==> config.mk <==
export PLATFORM = sky130hd
export DESIGN_NAME = direct_mapped_sector_cache_tags
export DESIGN_NICKNAME = d
export VERILOG_FILES = /design/src/sv/dmsc_pkg.sv /design/src/sv/dmsc_tag_mem.sv /design/src/sv/dmsc_tag_unit.sv /design/src/sv/direct_mapped_sector_cache_tags.sv
export SDC_FILE = /design/constraint.sdc
export NUM_CORES = 2
export LEC_CHECK = 0
export BUFFER_PORTS_ARGS = -buffer_cell sky130_fd_sc_hd__buf_2
export CORE_AREA = 2 2 300 302
export DETAILED_ROUTE_END_ITERATION = 10
export DIE_AREA = 0 0 302 304
export GPL_TIMING_DRIVEN = 0
export PLACE_DENSITY = 0.79
export SLEW_MARGIN = 20
export SYNTH_ARGS = -nofsm -noshare
export SYNTH_HDL_FRONTEND = slang
export SYNTH_HIERARCHICAL = 1
export SYNTH_SLANG_ARGS = --single-unit
==> constraint.sdc <==
create_clock -name clk -period 5.8 [get_ports clk]
set_clock_uncertainty 0.1 [all_clocks]
set_input_delay 1.16 -clock clk [delete_from_list [all_inputs] [get_ports clk]]
set_output_delay 1.16 -clock clk [all_outputs]
set_load 0.01 [all_outputs]
==> src/sv/dmsc_pkg.sv <==
`timescale 1ns / 1ps

package dmsc_pkg;

	localparam int LINES    = 64;
	localparam int LINE_W   = $clog2(LINES);
	localparam int SECTOR_W = 23;
	localparam int TAG_W    = SECTOR_W - LINE_W;
	localparam int IDX_W    = 6;

	localparam logic [1:0] OP_READ  = 2'd0;
	localparam logic [1:0] OP_WRITE = 2'd1;
	localparam logic [1:0] OP_FLUSH = 2'd2;

	typedef struct packed {
		logic [1:0]          op;
		logic [SECTOR_W-1:0] sector;
	} dmsc_req_t;

	typedef struct packed {
		logic                hit;
		logic                writeback_valid;
		logic [SECTOR_W-1:0] writeback_sector;
		logic                fetch_valid;
		logic [IDX_W-1:0]    line_index;
		logic                last;
	} dmsc_rsp_t;

	typedef enum logic [3:0] {
		ST_IDLE = 4'b0001,
		ST_ACC  = 4'b0010,
		ST_SCAN = 4'b0100,
		ST_EMIT = 4'b1000
	} dmsc_state_t;

endpackage

==> src/sv/dmsc_tag_mem.sv <==
`timescale 1ns / 1ps

module dmsc_tag_mem
	import dmsc_pkg::*;
(
	input  logic              clk,
	input  logic              wr_en,
	input  logic [LINE_W-1:0] wr_addr,
	input  logic [TAG_W-1:0]  wr_data,
	input  logic              rd_en,
	input  logic [LINE_W-1:0] rd_addr,
	output logic [TAG_W-1:0]  rd_data
);

	logic [TAG_W-1:0] mem [LINES];
	logic [TAG_W-1:0] rd_data_q;

	always_ff @(posedge clk) begin
		if (wr_en) begin
			mem[wr_addr] <= wr_data;
		end
	end

	always_ff @(posedge clk) begin
		if (rd_en) begin
			rd_data_q <= mem[rd_addr];
		end
	end

	assign rd_data = rd_data_q;

endmodule

==> src/sv/dmsc_tag_unit.sv <==
`timescale 1ns / 1ps

module dmsc_tag_unit
	import dmsc_pkg::*;
(
	input  logic [LINE_W-1:0]   line,
	input  logic [TAG_W-1:0]    stored_tag,
	input  logic [TAG_W-1:0]    probe_tag,
	output logic                tag_eq,
	output logic [SECTOR_W-1:0] line_sector
);

	// shared by access compare and flush writeback
	assign tag_eq      = (stored_tag == probe_tag);
	assign line_sector = {stored_tag, line};

endmodule

==> src/sv/direct_mapped_sector_cache_tags.sv <==
`timescale 1ns / 1ps

// Tag and state controller of a direct-mapped write-back sector cache with LINES lines
// (a power of two). A read or write request is taken while idle and its single response
// is formed in the compare state from the registered tag memory read; no new request is
// taken until that response is loaded. A flush scans the lines in order, passing clean
// lines and emitting a writeback for each dirty line up to the last dirty line; with no
// dirty line it gives one response with last set. Responses sit in an output register, and
// a new request is taken while one waits there. Op code 3 is taken with no response.
module direct_mapped_sector_cache_tags
	import dmsc_pkg::*;
(
	input  logic      clk,
	input  logic      arst_n,
	input  logic      req_valid,
	output logic      req_ready,
	input  dmsc_req_t req,
	output logic      rsp_valid,
	input  logic      rsp_ready,
	output dmsc_rsp_t rsp
);

	dmsc_state_t         state_q;
	dmsc_req_t           req_q;
	logic [LINE_W-1:0]   idx_q;
	logic [LINES-1:0]    valid_q;
	logic [LINES-1:0]    dirty_q;
	dmsc_rsp_t           rsp_q;
	logic                rsp_valid_q;

	logic                req_fire;
	logic                out_free;
	logic                rsp_load;
	logic                rd_en;
	logic [LINE_W-1:0]   rd_addr;
	logic [TAG_W-1:0]    rd_tag;
	logic [LINE_W-1:0]   acc_line;
	logic [TAG_W-1:0]    acc_tag;
	logic [LINE_W-1:0]   unit_line;
	logic                tag_eq;
	logic [SECTOR_W-1:0] unit_sector;
	logic                acc_hit;
	logic                acc_wb;
	logic                mem_we;
	logic                more_dirty;

	assign req_ready = (state_q == ST_IDLE);
	assign req_fire  = req_valid && req_ready;
	assign out_free  = !rsp_valid_q || rsp_ready;
	assign rsp_load  = out_free && ((state_q == ST_ACC) || (state_q == ST_EMIT) ||
		(state_q == ST_SCAN && !(|dirty_q)));

	assign acc_line = req_q.sector[LINE_W-1:0];
	assign acc_tag  = req_q.sector[SECTOR_W-1:LINE_W];

	always_comb begin
		rd_en   = 1'b0;
		rd_addr = idx_q;
		if (state_q == ST_IDLE) begin
			rd_en   = req_fire;
			rd_addr = req.sector[LINE_W-1:0];
		end else if (state_q == ST_SCAN) begin
			rd_en   = dirty_q[idx_q];
		end
	end

	assign unit_line  = (state_q == ST_ACC) ? acc_line : idx_q;
	assign acc_hit    = valid_q[acc_line] && tag_eq;
	assign acc_wb     = !acc_hit && valid_q[acc_line] && dirty_q[acc_line];
	assign mem_we     = (state_q == ST_ACC) && out_free && !acc_hit;
	assign more_dirty = |((dirty_q >> idx_q) >> 1);

	dmsc_tag_mem u_tag_mem (
		.clk     (clk),
		.wr_en   (mem_we),
		.wr_addr (acc_line),
		.wr_data (acc_tag),
		.rd_en   (rd_en),
		.rd_addr (rd_addr),
		.rd_data (rd_tag)
	);

	dmsc_tag_unit u_tag_unit (
		.line        (unit_line),
		.stored_tag  (rd_tag),
		.probe_tag   (acc_tag),
		.tag_eq      (tag_eq),
		.line_sector (unit_sector)
	);

	always_ff @(posedge clk or negedge arst_n) begin
		if (!arst_n) begin
			state_q     <= ST_IDLE;
			idx_q       <= '0;
			valid_q     <= '0;
			dirty_q     <= '0;
			rsp_valid_q <= 1'b0;
		end else begin
			if (rsp_load) begin
				rsp_valid_q <= 1'b1;
			end else if (rsp_ready) begin
				rsp_valid_q <= 1'b0;
			end
			unique case (state_q)
				ST_IDLE: begin
					if (req_fire) begin
						if (req.op == OP_FLUSH) begin
							idx_q   <= '0;
							state_q <= ST_SCAN;
						end else if (req.op == OP_READ || req.op == OP_WRITE) begin
							state_q <= ST_ACC;
						end
					end
				end
				ST_ACC: begin
					if (out_free) begin
						if (!acc_hit) begin
							valid_q[acc_line] <= 1'b1;
							dirty_q[acc_line] <= (req_q.op == OP_WRITE);
						end else if (req_q.op == OP_WRITE) begin
							dirty_q[acc_line] <= 1'b1;
						end
						state_q <= ST_IDLE;
					end
				end
				ST_SCAN: begin
					if (!(|dirty_q)) begin
						if (out_free) begin
							state_q <= ST_IDLE;
						end
					end else if (dirty_q[idx_q]) begin
						state_q <= ST_EMIT;
					end else begin
						idx_q <= idx_q + 1'b1;
					end
				end
				ST_EMIT: begin
					if (out_free) begin
						dirty_q[idx_q] <= 1'b0;
						if (more_dirty) begin
							idx_q   <= idx_q + 1'b1;
							state_q <= ST_SCAN;
						end else begin
							state_q <= ST_IDLE;
						end
					end
				end
				default: begin
					state_q <= ST_IDLE;
				end
			endcase
		end
	end

	always_ff @(posedge clk) begin
		if (req_fire) begin
			req_q <= req;
		end
		if (out_free) begin
			if (state_q == ST_ACC) begin
				rsp_q.hit              <= acc_hit;
				rsp_q.writeback_valid  <= acc_wb;
				rsp_q.writeback_sector <= acc_wb ? unit_sector : '0;
				rsp_q.fetch_valid      <= !acc_hit;
				rsp_q.line_index       <= IDX_W'(acc_line);
				rsp_q.last             <= 1'b1;
			end else if (state_q == ST_EMIT) begin
				rsp_q.hit              <= 1'b0;
				rsp_q.writeback_valid  <= 1'b1;
				rsp_q.writeback_sector <= unit_sector;
				rsp_q.fetch_valid      <= 1'b0;
				rsp_q.line_index       <= IDX_W'(idx_q);
				rsp_q.last             <= !more_dirty;
			end else if (state_q == ST_SCAN && !(|dirty_q)) begin
				rsp_q.hit              <= 1'b0;
				rsp_q.writeback_valid  <= 1'b0;
				rsp_q.writeback_sector <= '0;
				rsp_q.fetch_valid      <= 1'b0;
				rsp_q.line_index       <= '0;
				rsp_q.last             <= 1'b1;
			end
		end
	end

	assign rsp_valid = rsp_valid_q;
	assign rsp       = rsp_q;

endmodule

* After elaboration in Yosys (flattened, before gate mapping) *
Memories as Yosys holds them, arrays and structs flattened. A register that Yosys moved wholly into a read port is not among the register bits.
Index checks and enable logic that the tools add are counted.

storage, ports and cells
  input port bits = 29
  memories = 1
  output and inout bits = 35
  bits in registers = 197
  memory bits (writable) = 1088

memories
  memory         depth  width  read ports  clocked after memory_dff  wr ports  line                text
  u_tag_mem.mem  64     17     1           1                         1         dmsc_tag_mem.sv:15  logic [TAG_W-1:0] mem [LINES];

operators by class
  eq/ne operators = 18
  reduce and logical (&&, ||, !) cells = 30
  muxes and demuxes = 44
  magnitude comparators = 4
  add/subtract/negate cells = 1
  shift-type cells = 1
  bitwise logic cells = 5

operators with widths
  operator                                                                              count
  64-bit 2-to-1 mux                                                                     4
  64-bit OR                                                                             2
  64-bit one-hot mux with 2 select lines                                                1
  33-bit 2-to-1 mux                                                                     3
  64-bit AND                                                                            1
  64-bit bitwise mux                                                                    1
  64-bit inverter                                                                       1
  64-bit OR reduction                                                                   1
  64-bit by 6-bit right shift with 64-bit output                                        1
  63-bit OR reduction                                                                   1
  6-bit 2-to-1 mux                                                                      8
  4-bit 2-to-1 mux                                                                      7
  23-bit 2-to-1 mux                                                                     1
  1-bit binary-select mux with 6-bit select                                             3
  6-bit one-hot mux with 3 select lines                                                 1
  17-bit == test                                                                        1
  4-bit one-hot mux with 4 select lines                                                 1
  6-bit by 7-bit less-than comparator with 1-bit output (second input constant)         2
  1-bit demux with 6-bit select                                                         2
  6-bit by 1-bit greater-or-equal comparator with 1-bit output (second input constant)  2
  1-bit 2-to-1 mux                                                                      11
  1-bit logical AND                                                                     10
  2-bit inequality test (second input constant)                                         4
  4-bit AND reduction                                                                   2
  other kinds (20)                                                                      32

* Longest topological paths before layout *
  depth in word-level cells = 9
  depth in mapped cells = 18
  gate-level depth less buffers = 10

* Cells and area by module *
The synthesis kept the hierarchy.

by module, submodules not included
  module                           cells an instance  area an instance (sq um)  times used
  dmsc_tag_mem                     1953               42514.5                   1
  direct_mapped_sector_cache_tags  1281               12564.6                   1
  dmsc_tag_unit                    46                 362.8                     1

* Worst setup path before layout *
Ideal clock, no wire load.

  path kind = register -> register
  start point = register req_q (netlist bit acc_line[0])
  end point = memory u_tag_mem/mem[48][0] in the netlist's numbering, enable pin
  data arrival time = 4249 ps
  path slack = 1038 ps
  cell stages (with the launch flop) = 14
  path through = edfxtp_1 -> buf_2 -> clkbuf_1 -> inv_1 -> a221oi_1 -> o22ai_1 -> a2111oi_0 -> nand3_1 -> and2_1 -> nor2_1 -> clkbuf_1 -> nor2b_1 -> nand4b_1 -> nor3_1

between the ends
  word-level cells in the longest chain between the ends = 7

ends and longest elaborated chain
  item                                       line                                    text
  from (decl)                                direct_mapped_sector_cache_tags.sv:24   dmsc_req_t req_q;
  from (signal assigned)                     direct_mapped_sector_cache_tags.sv:157  req_q <= req;
  1-bit binary-select mux with 6-bit select  direct_mapped_sector_cache_tags.sv:68   assign acc_hit = valid_q[acc_line] && tag_eq;
  1-bit 2-to-1 mux (not written as such)     direct_mapped_sector_cache_tags.sv:68
  1-bit logical AND                          direct_mapped_sector_cache_tags.sv:68
  1-bit zero test                            direct_mapped_sector_cache_tags.sv:70   assign mem_we = (state_q == ST_ACC) && out_free && !acc_hit;
  1-bit logical AND                          direct_mapped_sector_cache_tags.sv:70
  via mem_we                                 direct_mapped_sector_cache_tags.sv:44   logic mem_we;
  1-bit 2-to-1 mux                           dmsc_tag_mem.sv:19                      if (wr_en) begin
  1-bit 2-to-1 mux (not written as such)     dmsc_tag_mem.sv:20                      mem[wr_addr] <= wr_data;
  to (decl)                                  dmsc_tag_mem.sv:15

The timed path passes the listed nets, and every way through them passes these cells. The select of a mux whose other input is x is not followed.

* Worst setup path in the final report *
  start point = register req_q (netlist bit acc_line[2])
  end point = memory u_tag_mem/mem[5][9] in the netlist's numbering, enable pin

The elaborated chain is that of the path after synthesis.

==> out/results.txt <==
FMAX = 170 MHz
GRT Util Overall = 0.397
vias in the first global route = 35623
final setup vio count = 36
status = finished, violations left
crit path kind = reg -> reg
footprint of the multi-input gates = 16000 µm²
#FFs+latches synth = 1302
Worst setup SP type = register
origin of the critical flop-to-flop path = acc_line[2]
Area Growth Syn to Fin = 14.6%
Mean Syn Cell Area = 16.9 µm²
Internal = 18.9 mW
Top Ports = 64
Post-Layout Cell Count = 4878
Seq/Total Area, Yosys = 0.693
CTS Root Cell = clkbuf_16
WP depth = 13
Top delay family on crit path = simple AND/OR/NAND/NOR gates
number of enable flip-flop cells after synthesis = 1163
Clock transition at path regs = 0.06 ns
initial antenna violation count = 8
ys async rst share = 0.107
Core ar. = 89000 µm²
crit path DAT = 6.22 ns
# H-tree levels = 4
Placed Cells = 4627
P_sw = 9.63 mW
Worst path slowest cell = nor2_2
crit path time final = 5.88 ns
ANT nets after route = 0
period utilisation layout = 1.01
share of cells above drive strength 1 = 0.239
Syn Inst Count = 3280
PD cells = 449 nW/µm²
vias post-DR = 35490
grt total ovfl = 0
final net count = 3629
HPWL Detailed = 122000 µm
switching share of power = 0.337
post-synth cell types = 87
GP Congestion = 1.01
final wirelength = 180000 µm
WP buf/inv = 5
leading area contributor after synthesis = edfxtp_1
cell mode on critical path = nand3_1
DRT iter0 DRCs = 5542
ys flop type = edfxtp_1
Clock Power Share = 0.288
DR pass1 iterations = 6
crit path capture type = register
routed wire length per instance = 36.8 µm
Clock Latency Late Sink = 0.76 ns
DR vias/cell = 7.28
TritonCTS Sinks = 1302
TritonCTS clock tree = done
P_leak = 20.7 nW
synth warn = 6
failing checks = negative setup slack
Site Rows = 110
Synth area leaders = edfxtp_1, mux4_2, dfrtp_1, mux2i_1, nor2_1
CTS buffer count = 132
Post-DP Area = 59100 µm²
VDD IR-drop max = 0.418 mV
slew of the pin with the lowest slew margin = 1.13 ns
RSZ-0062 raised after global routing = true
Die H = 304 µm
Hold Crit Class = in -> async
total design power = 28.6 mW
Die Wd = 302 µm
fin util = 0.714
Post-Syn Area = 55400 µm²
pin count of the biggest net entering global routing = 80
Clock Tree Buf Depth = 3
die area = 91800 µm²
number of I/O port buffers = 63
Reg2Reg Setup Slack = -0.08 ns
Worst Setup Slack, final = -0.0757 ns
first-pass GRT wire length = 256000 µm
fillers = 5180
post-synth net total = 3310
fin area = 63600 µm²
Sequential Area = 38400 µm²
Max Slew Vio Count = 0
CP Data Required Time = 6.14 ns
Worst R2R Path Depth = 13
r2r endpoint = u_tag_mem/mem[5][9]
max-cap violations = 0
Fin. Hold Viols = 0
Seq pwr share = 0.398
Initial Util = 0.623
CP Max Fanout = 15
Gate power share = 0.314
# DRC = 0
Max stage delay on crit path = 0.72 ns
crit path cell chain = clkbuf_1 > clkbuf_2 > buf_2 > mux4_2 > mux2i_1 > o22a_1 > nand3_1 > and2_1 > nor2_1 > clkbuf_4 > nand3_1 > nor2_2 > buf_8
Synth top area share = 0.630
max_slew headroom = 0.239
## power by group through the flow
stage | clock (mW) | combinational (mW) | sequential (mW)
finish | 8.23 | 8.98 | 11.4
global route | 8.58 | 9.16 | 11.4
CTS | 8.25 | 8.62 | 11.4
detailed placement | 0 | 8.44 | 11.5
global placement | 0 | 7.53 | 12.0
floorplan | 0 | 4.96 | 11.6
## repair_timing
item / in CTS / in global routing
gates resized for setup: 41 / 15
setup endpoints to repair: 1094 / 401
hold endpoints to repair: 0 / 0
pin swaps: 6 / 1
hold buffers: 0 / 0
buffers inserted: 9 / 5
## logic make-up after synthesis
group                    synth area share
flip-flops                          0.693
AO/OA/AOI/OAI                      0.0825
AND/OR/NAND/NOR                    0.0517
multiplexers                        0.143
buffers and inverters              0.0272
XOR/XNOR                          0.00269
adder cells (fa/ha/maj)          0.000226
## Yosys cell counts, drive strengths merged, types with 49 or more instances
cell type,count
a21o,64
a21oi,104
a221o,66
a22oi,68
buf,143
clkbuf,119
dfrtp,138
edfxtp,1163
mux2i,179
mux4,255
nand2,99
nor2,217
nor2b,49
o21ai,100
## worst max path at each step
stage	startpoint	endpoint	slack, ns
6_report	acc_line[2]	u_tag_mem/mem[5][9]	-0.08
5_1_grt	acc_line[2]	u_tag_mem/mem[61][15]	-0.06
4_1_cts	acc_line[0]	u_tag_mem/mem[49][3]	0.004
3_5_place_dp	acc_line[0]	u_tag_mem/mem[47][12]	-1.36
3_3_place_gp	acc_line[0]	u_tag_mem/mem[59][9]	-2.00
2_1_floorplan	acc_line[0]	u_tag_mem/mem[48][0]	1.04
## registers in the layout, summed over array words and instances, names as in the netlist, 4 cells and up
register / cells
acc_line: 6
idx_q: 6
u_tag_mem/mem: 1088
acc_tag: 17
u_tag_mem/rd_data: 17
dirty_q: 64
rsp: 33
state_q: 4
valid_q: 64
## area by class of cell
type / count / share of cell area
multi-input combinational: 1701 / 0.252
tap: 1176 / 0.0232
sequential: 1302 / 0.604
antenna: 1 / 0.0000394
clock buffer: 172 / 0.0560
inverter: 15 / 0.000886
timing repair buffer: 185 / 0.0324
clock inverter: 64 / 0.00850
buffer: 262 / 0.0231
## per-layer routing
metal / wire length [µm] / GRT usage / vias up
met5: 64 / 0 / -
met4: 14400 / 0.261 / 8
met3: 17900 / 0.0765 / 698
met2: 88000 / 0.646 / 2881
met1: 59200 / 0.488 / 17912
li1: - / - / 13991
## stage by stage
stage               hold slack (ns)   TNS, ns  worst slack [ns]
floorplan                     0.314         0              1.04
global placement              0.331  -1683.80             -2.00
detailed placement            0.339   -983.09             -1.36
CTS                           0.245         0           0.00429
global route                  0.287    -0.772           -0.0614
finish                        0.255     -1.93           -0.0757
## layout by cell type, fill, tap and decap left out, types with 61 or more instances in the layout
master | Yosys | final
a21o_1 | 64 | 64
a21oi_1 | 104 | 104
a221o_1 | 66 | 66
a22oi_1 | 68 | 68
buf_2 | 61 | 122
buf_4 | 46 | 61
clkbuf_1 | 118 | 146
clkbuf_16 | 0 | 136
dfrtp_1 | 138 | 138
edfxtp_1 | 1163 | 1163
mux2i_1 | 179 | 179
mux4_2 | 249 | 249
nand2_1 | 99 | 96
nor2_1 | 216 | 153
o21ai_0 | 98 | 97
Power figures use the tool's default switching activity.
